File: src/hdl/rvx_ram.sv
// Generic single-write, single-read RAM with a registered read port.
module rvx_ram #(
  parameter int Width = 8,
  parameter int Depth = 512
) (
  input  logic                     clk_i,
  input  logic                     we_i,
  input  logic [$clog2(Depth)-1:0] waddr_i,
  input  logic [Width-1:0]         wdata_i,
  input  logic                     re_i,
  input  logic [$clog2(Depth)-1:0] raddr_i,
  output logic [Width-1:0]         rdata_o
);

  logic [Width-1:0] mem_q [Depth];
  logic [Width-1:0] rdata_q;

  always_ff @(posedge clk_i) begin
    if (we_i) begin
      mem_q[waddr_i] <= wdata_i;
    end
    if (re_i) begin
      rdata_q <= mem_q[raddr_i];
    end
  end

  assign rdata_o = rdata_q;

endmodule

File: config.mk
export PLATFORM = sky130hd
export DESIGN_NAME = rvx_ram
export DESIGN_NICKNAME = d
export VERILOG_FILES = /design/src/hdl/rvx_ram.sv
export SDC_FILE = /design/constraint.sdc
export NUM_CORES = 2
export LEC_CHECK = 0
export ABC_CLOCK_PERIOD_IN_PS = 5850
export BUFFER_PORTS_ARGS = -buffer_cell sky130_fd_sc_hd__buf_2
export CAP_MARGIN = 20
export CORE_MARGIN = 2
export CORE_UTILIZATION = 35
export DETAILED_ROUTE_END_ITERATION = 10
export PLACE_DENSITY = 0.53
export SYNTH_ARGS = -nofsm -noshare
export SYNTH_HDL_FRONTEND = slang
export SYNTH_SLANG_ARGS = --single-unit
File: constraint.sdc
create_clock -name clk_i -period 5.85 [get_ports clk_i]
set_input_delay 0.585 -clock clk_i [delete_from_list [all_inputs] [get_ports clk_i]]
set_output_delay 0.585 -clock clk_i [all_outputs]
set_load 0.01 [all_outputs]
==> summary.txt <==
Worst hold path
  – Worst hold path depth: 1
  – Worst hold path type: input port to flip-flop

Power
  – Comb pwr share: under 10%
  – Sw Share: between 20 and 25%
  – Seq pwr share: between 50% and 60%
  – PwrDens: about 340 nW/um2
  – Worst vdd ir: about 250 uV
  – Switching power: around 13 mW
  – Leakage: roughly 56 nW
  – Int Pwr: ~48 mW
  – Clk pwr share: between 40% and 50%

Floorplanning
  – DIE AREA: 463000 um2
  – FP Rows: about 250
  – Initial Utilization: between 30% and 40%
  – Die height: slightly below 700 um
  – Die span in x: 680 um
  – # IOs: 37
  – Core area: between 400000 and 500000 um2

Placement
  – GPL Wtd Cong: roughly 0.84
  – Dpl hpwl: approximately 270000 um
  – Placed cell area: 167000 um2
  – IO Port Bufs: 36

Routing
  – Routed Antenna Nets: 0
  – WL/cell: about 30 um
  – First-pass detailed-route iteration total: 8
  – Initial DRC Count: about 9000
  – Final wirelength: approximately 440000 um
  – Vias per inst: 5.55
  – DRC viols: 0
  – DR vias: a little over 80000

Clock network
  – H-Tree Depth: 5
  – Reg clk slew, reported paths: 60 ps
  – TritonCTS clock tree: built
  – Resized cells post-CTS: 0
  – Root Driver: clkbuf_16
  – Post-CTS setup buffers: 0
  – Clk sinks: about 4100
  – Clock tree buffer depth: 4
  – TritonCTS Buffers: 425
  – Post-CTS Hold Buffers: 3
  – Clk_lat worst skew: roughly 970 ps

STA
  – Final period utilization: a little over two thirds
  – Clk_skew: 64.7 ps
  – RSZ-0062 raised after global routing: no
  – Final Hold Viols: 0
  – Slew HR: 15.2%
  – Max Slew Vio Count: 0
  – Final min period: between 4000 and 5000 ps
  – Slew @ Worst Pin: between 1000 and 1500 ps
  – Min Hold Slack: approximately 46 ps
  – Setup TNS Final: 0 ps
  – Max Freq: between 0.2 and 0.25 GHz
  – Final setup viols: 0

Cells and area
  – Design Area, Final: about 180000 um2
  – Fillers: 40219
  – Area of the multi-input gates: approximately 34000 um2
  – Most frequent cells in the layout: 4104 x edfxtp_1, 797 x mux2i_1, 654 x mux4_2
  – Most common cell after layout, fill and taps aside: edfxtp_1
  – Layout cell share with drive strength beyond 1: ~18%
  – Synth-to-Final Area Change: 13.0%
  – Final Core Density: roughly two fifths
  – Register area: between 100000 and 150000 um2
  – Final nets: 8209

Global route
  – GRT met3 Usage: ~3.0%
  – Routing usage on met1: between 20% and 30%
  – Met2 usage: a little under 30%
  – First-pass GRT wire length: roughly 620000 um
  – Global-route usage over all layers: 18.5%
  – Number of global-route vias before repair: 81467
  – Gr busiest metal: met2
  – Initial antenna violation count: 28
  – Largest net degree at the start of global routing: 189
  – Grt total ovfl: 0

Logic synthesis
  – Post-Syn Area per Cell: between 15 and 20 um2
  – Main synth FF type: edfxtp_1
  – Syn_nets: ~8100
  – Synthesized cell area: ~160000 um2
  – Share of the synthesized area in the top cell type: between 70% and 80%
  – Asr flop ratio synth: 0%
  – EDFF count, synth: slightly above 4000
  – Post-synth top area cell: edfxtp_1
  – Cell variety after synth: 50
  – Synth Register Bits: about 4000
  – Syn. warnings: 0
  – Mapped Cells: 8030
  – Seq/Total Area, Yosys: 77.0%
  – Top cells by area, synth: edfxtp_1 77%, mux4_2 9.2%, mux2i_1 5.0%, o221ai_1 2.0%, nor2_1 1.4%

Critical path
  – Crit-path max FO: 39
  – Worst path required time: between 6000 and 7000 ps
  – Reg2reg path depth: 8
  – CP endpoint kind: flip-flop
  – Crit path kind: input port to flip-flop
  – Crit path arrival time: roughly 5000 ps
  – Type of origin of the critical path: input port

Run
  – Max-capacitance violation count: 0

Outcome
  – Status: completed
Yosys cell counts, drive strengths merged, types with 3 or more instances:
library cell and instances:
a2111oi 3, a211oi 17, a21oi 194, a22o 5
a22oi 61, and2 20, and3 4, and3b 4
buf 248, clkbuf 265, edfxtp 4104, inv 3
mux2i 797, mux4 654, nand2 111, nand2b 4
nand3 36, nand4 32, nor2 597, nor2b 6
nor3 109, nor3b 8, nor4 36, o2111a 8
o21ai 119, o221ai 372, o22a 3, o22ai 163
o311ai 6, o31ai 13, o41ai 7, or2 5
or3 6
layer usage:
layer | part of all wire [%] | up-vias
met5 | 0.0030 | -
met4 | 3.1 | 2
met3 | 6.8 | 623
met2 | 48 | 3063
met1 | 42 | 43217
li1 | - | 33833
critical path, cell delays in order:
cell      delay, ps
clkbuf_8        240
or2_4           600
buf_12          290
o221ai_1        400
a21oi_1         200
nor4_1          750
buf_4           230
nand4_1         100
nor4_1          990
o2111a_1        320
registers in the layout (all words and copies together) (netlist names):
name,flops
rdata_o,8
mem_q,4096
cells by family after synthesis:
group	Yosys count	synth area share (%)
AO/OA/AOI/OAI	979	4.31
buffers and inverters	516	1.85
flip-flops	4104	77.0
multiplexers	1451	14.2
AND/OR/NAND/NOR	980	2.63
metrics by stage:
step                std cells  power [mW]  setup WS, ps
floorplan                8030        34.6          3150
global placement        13741        36.0           522
detailed placement      13749        36.1           963
CTS                     14538        62.3          2000
global route            14542        63.5          1840
finish                  14548        61.8          1780
worst paths after layout:
path / from / endpoint / slack [ps]
setup reg to reg: mem_q[40][7] / rdata_o[7] / 2330
hold / removal: wdata_i[0] / mem_q[132][0] / 50
hold reg to reg: mem_q[372][5] / rdata_o[5] / 1320
setup / recovery: raddr_i[2] / rdata_o[7] / 1780
power groups by stage:
stage | clock (mW) | combinational, mW | sequential (mW)
2_1_floorplan | 0 | 1.54 | 33.0
3_3_place_gp | 0 | 2.97 | 33.0
3_5_place_dp | 0 | 3.02 | 33.0
4_1_cts | 26.8 | 3.02 | 32.4
5_1_grt | 27.9 | 3.15 | 32.4
6_report | 26.4 | 2.99 | 32.4
cell type report:
cell class                      instances  share of cell area, %
Antenna cell                            9                 0.0125
Timing Repair Buffer                  236                   1.42
Clock inverter                        251                   1.27
Sequential cell                      4104                   68.1
Multi-Input combinational cell       3410                   18.8
Tap cell                             6000                   4.15
Clock buffer                          535                   6.18
Inverter                                3                 0.0104
No activity file was read; power rests on OpenSTA's default activity.
