==> config.mk <==
export PLATFORM = sky130hd
export DESIGN_NAME = rvx_exec
export DESIGN_NICKNAME = d
export VERILOG_FILES = /design/src/hdl/rvx_pkg.sv /design/src/hdl/rvx_exec.sv
export SDC_FILE = /design/constraint.sdc
export NUM_CORES = 1
export LEC_CHECK = 0
export BUFFER_PORTS_ARGS = -buffer_cell sky130_fd_sc_hd__buf_4
export CORE_MARGIN = 10
export CORE_UTILIZATION = 60
export DETAILED_ROUTE_END_ITERATION = 10
export GPL_ROUTABILITY_DRIVEN = 1
export PLACE_DENSITY_LB_ADDON = 0.15
export SLEW_MARGIN = 40
export SYNTH_ARGS = -nofsm -noshare
export SYNTH_HDL_FRONTEND = slang
export SYNTH_SLANG_ARGS = --single-unit
==> constraint.sdc <==
create_clock -name vclk -period 6.9
set_clock_uncertainty 0.2 [all_clocks]
set_input_delay 1.38 -clock vclk [all_inputs]
set_output_delay 1.38 -clock vclk [all_outputs]
set_load 0.02 [all_outputs]
==> src/hdl/rvx_pkg.sv <==
// Shared constants, types and sizes of the RV64 subset execute unit.
package rvx_pkg;

  localparam int MEM_BYTES = 4096;
  localparam int ADDR_W    = $clog2(MEM_BYTES);
  localparam int MEM_ROWS  = MEM_BYTES / 8;
  localparam int ROW_W     = $clog2(MEM_ROWS);
  localparam logic [ROW_W-1:0] ROW_LAST = ROW_W'(MEM_ROWS - 1);

  localparam logic [6:0] OPC_REG  = 7'h33;
  localparam logic [6:0] OPC_ADDI = 7'h13;
  localparam logic [6:0] OPC_LD   = 7'h03;
  localparam logic [6:0] OPC_SD   = 7'h23;
  localparam logic [6:0] OPC_BR   = 7'h63;
  localparam logic [6:0] OPC_JAL  = 7'h6F;

  localparam logic [6:0] F7_ADD = 7'h00;
  localparam logic [6:0] F7_SUB = 7'h20;

  localparam logic [2:0] F3_BEQ = 3'h0;
  localparam logic [2:0] F3_BNE = 3'h1;
  localparam logic [2:0] F3_BLT = 3'h4;
  localparam logic [2:0] F3_BGE = 3'h5;

  localparam logic [1:0] ST_OK     = 2'd0;
  localparam logic [1:0] ST_OPCODE = 2'd1;
  localparam logic [1:0] ST_FUNCT7 = 2'd2;

  typedef struct packed {
    logic [31:0]       npc;
    logic [1:0]        status;
    logic              wr;
    logic [4:0]        rd;
    logic [63:0]       val;
    logic              is_ld;
    logic              is_sd;
    logic [ADDR_W-1:0] addr;
  } ex_res_t;

endpackage

==> src/hdl/rvx_exec.sv <==
// Decode and execute logic: operands and pc in, write, branch and memory request out.
module rvx_exec import rvx_pkg::*; (
  input  logic [31:0] instr_i,
  input  logic [31:0] pc_i,
  input  logic [63:0] rs1_val_i,
  input  logic [63:0] rs2_val_i,
  output ex_res_t     res_o
);

  logic [6:0]  opc;
  logic [4:0]  rd;
  logic [2:0]  f3;
  logic [6:0]  f7;
  logic [63:0] imm_i;
  logic [63:0] imm_s;
  logic [63:0] imm_b;
  logic [63:0] imm_j;
  logic [31:0] pc_plus4;
  logic        take;

  assign opc   = instr_i[6:0];
  assign rd    = instr_i[11:7];
  assign f3    = instr_i[14:12];
  assign f7    = instr_i[31:25];
  assign imm_i = {{52{instr_i[31]}}, instr_i[31:20]};
  assign imm_s = {{52{instr_i[31]}}, instr_i[31:25], instr_i[11:7]};
  assign imm_b = {{51{instr_i[31]}}, instr_i[31], instr_i[7], instr_i[30:25],
                  instr_i[11:8], 1'b0};
  assign imm_j = {{43{instr_i[31]}}, instr_i[31], instr_i[19:12], instr_i[20],
                  instr_i[30:21], 1'b0};
  assign pc_plus4 = pc_i + 32'd4;

  always_comb begin
    case (f3)
      F3_BEQ:  take = (rs1_val_i == rs2_val_i);
      F3_BNE:  take = (rs1_val_i != rs2_val_i);
      F3_BLT:  take = ($signed(rs1_val_i) < $signed(rs2_val_i));
      F3_BGE:  take = !($signed(rs1_val_i) < $signed(rs2_val_i));
      default: take = 1'b0;
    endcase
  end

  always_comb begin
    res_o        = '0;
    res_o.npc    = pc_plus4;
    res_o.rd     = rd;
    res_o.status = ST_OK;
    case (opc)
      OPC_REG: begin
        if (f7 == F7_ADD) begin
          res_o.val = rs1_val_i + rs2_val_i;
          res_o.wr  = 1'b1;
        end else if (f7 == F7_SUB) begin
          res_o.val = rs1_val_i - rs2_val_i;
          res_o.wr  = 1'b1;
        end else begin
          res_o.status = ST_FUNCT7;
        end
      end
      OPC_ADDI: begin
        res_o.val = rs1_val_i + imm_i;
        res_o.wr  = 1'b1;
      end
      OPC_LD: begin
        res_o.wr    = 1'b1;
        res_o.is_ld = (rd != 5'd0);
        res_o.addr  = rs1_val_i[ADDR_W-1:0] + imm_i[ADDR_W-1:0];
      end
      OPC_SD: begin
        res_o.is_sd = 1'b1;
        res_o.addr  = rs1_val_i[ADDR_W-1:0] + imm_s[ADDR_W-1:0];
      end
      OPC_BR: begin
        if (take) begin
          res_o.npc = pc_i + imm_b[31:0];
        end
      end
      OPC_JAL: begin
        res_o.val = {32'd0, pc_plus4};
        res_o.wr  = 1'b1;
        res_o.npc = pc_i + imm_j[31:0];
      end
      default: begin
        res_o.status = ST_OPCODE;
      end
    endcase
    if (!res_o.wr || rd == 5'd0) begin
      res_o.wr  = 1'b0;
      res_o.rd  = 5'd0;
      res_o.val = '0;
    end
  end

endmodule

==> qor.yml <==
run_status: "finished, final reports clean"
design.core.area_um2: 26300
cp-end-kind: "primary output"
die_area_um2: 33800
routed_via_density: 7.12
finalCritPeriodShare_pct: 98.6
post-dp-hpwl_mm: 61.3
hp-class: "input port to primary output"
hold_buffers: 0
max_cap_viol_count: 0
syn_inst: 2463
area_growth_pct: 18.1
yosys.area_share.simple_pct: 23.6
relSlewSlack_pct: 39.6
critPathRequiredTime_ns: 5.32
drtPass1Iterations: 6
num_io_pins: 310
gr-total-overflow: 0
synthAdderAreaFrac_pct: 19.3
p_leak_uw: 0.00860
ys_top_cells_by_area: "ha_1 19%, a21oi_1 9.3%, xnor2_1 7.7%"
clock.fmax_mhz: 147
path_max_fanout: 5
seq_cells: 0
detail-route-antenna-nets: 0
place.port_buffers: 310
grt_pass1_vias: 20400
critPathKind: "input port to primary output"
synth_cell_types: 97
initial_core_util_pct: 61.3
startpoint: "rs1_val_i[0]"
synth_xor_area_share_pct: 11.3
yosys_warnings: 0
syn-num-nets: 2900
synth_compound_area_share_pct: 37.6
synth_top_family_by_area: "compound AO/OA/AOI/OAI gates"
synth_common_cells: "298 x a21oi_1, 248 x nor2_1, 239 x ha_1"
synth_top_area_share_pct: 18.5
hold_viol: 0
routed_wl_mm: 74.5
crit_arrival_ns: 5.22
final_util_pct: 72.4
drive_above_1_share_pct: 17.2
seq_area_um2: 0
chipWidth_um: 184
rsz0062_at_grt: "false"
final.min_clock_period_ns: 6.80
crit_end: "res_o[40]"
fillers: 2245
drt_iter0_drc: 3805
drc: 0
synth_mux_area_share_pct: 1.36
setup_viol: 0
timing.hold.ws_ns: 2.81
yosysTopAreaCell: "ha_1"
powerDensity_nw_per_um2: 93.4
worst_slew_pin_slew_ns: 0.900
die_h_um: 184
rows: 59
critPathLaunchType: "input port"
grt_pass1_wl_mm: 112
nClkBuffers: 0
nets: 3167
yosysSeqAreaShare_pct: 0
antenna_found_initial: 1
synth.avg_cell_area_um2: 6.55
maxSlewViolCount: 0
grt_max_degree: 57
ir_drop_mv: 0.0663
synth_area_um2: 16100
gp_congestion: 1.14
avgRoutedWirePerCell_um: 24.3
vias: 21800
yosysMostFrequentCell: "a21oi_1"
grt_use_total_pct: 40.7
setup_tns_ns: 0
[worst min-delay path by stage]
stage | slack (ns) | start | cells after the start | end
2_1_floorplan | 2.66 | instr_i[5] | 1 | res_o[13]
6_report | 2.81 | pc_i[0] | 2 | res_o[86]
3_3_place_gp | 2.80 | pc_i[0] | 2 | res_o[86]
3_5_place_dp | 2.80 | pc_i[0] | 2 | res_o[86]
4_1_cts | 2.81 | pc_i[0] | 2 | res_o[86]
5_1_grt | 2.81 | pc_i[0] | 2 | res_o[86]
[what timing repair did]
item / CTS / global route
gates resized for setup: 1 / 16
setup buffers: 0 / 1
pin swaps: 0 / 2
endpoints found under the setup margin: 1 / 27
[cell type report]
cell class         instances  area, µm²  share of cell area (%)
diodes                     1       2.50                  0.0131
multi-input cells       2188      15100                    79.4
well taps                335        419                    2.20
inverters                151        567                    2.98
repair buffers           389       2940                    15.4
[stage by stage]
step	power [µW]	cells	setup slack (ns)	area [µm²]
finish	1780	3064	0.100	19000
global route	1890	3064	0.000846	19000
CTS	1690	3062	0.0735	18900
detailed placement	1680	3062	0.00704	18900
global placement	1650	3062	0.0680	18900
floorplan	1130	2463	0.333	16100
[cell usage in the layout, fill, tap and decap left out, drive strengths merged, types with 14 or more instances in the layout]
master	netlist	layout
or3	19	19
a222oi	22	22
a211oi	27	27
nand3	72	72
o21a	29	29
a21o	74	74
buf	53	389
o21bai	54	54
ha	239	239
and3	22	22
a2111oi	14	14
and2	17	17
inv	149	149
nor2b	39	39
nand2b	23	23
o22ai	31	31
a21oi	299	299
o211ai	14	14
mux2i	14	14
xor2	65	65
nor3	58	58
nand2	163	163
nand4	51	51
xnor2	142	142
o21ai	170	170
nor4	30	30
nor2	250	250
a22oi	31	31
a31oi	27	27
o31ai	36	36
[power by group]
part | internal, µW | total [µW] | switching (µW)
clock network | 0.0000194 | 0.0000194 | 0
logic | 689 | 1780 | 1090
registers | 0 | 0 | 0
[routing by layer]
metal / track usage, % / part of all wire, % / vias up
li1: - / - / 9684
met1: 49.5 / 36 / 9776
met2: 62.1 / 41 / 1918
met3: 10.8 / 15 / 431
met4: 26.0 / 7.7 / 0
met5: 0 / 0 / -
[worst max-delay path: stages]
cell and delay [ns]:
buf_4 0.14, inv_1 0.05, ha_1 0.22, fa_1 0.39, nand2b_1 0.17, a21oi_1 0.22, o22a_1 0.21, o41ai_2 0.13
o21a_1 0.24, o21bai_1 0.50, a21o_1 0.21, a21oi_1 0.06, a21oi_1 0.18, xor2_1 0.43, a222oi_1 0.13, nor2_1 0.34
buf_4 0.22
[kinds of logic after synthesis]
logic type,Yosys count
AOI/OAI and AO/OA,933
xor gates and xnor gates,207
adders and majority gates,245
buffers and inverters,275
muxes,20
and+or+nand+nor,783
No activity file was read; power rests on OpenSTA's default activity.
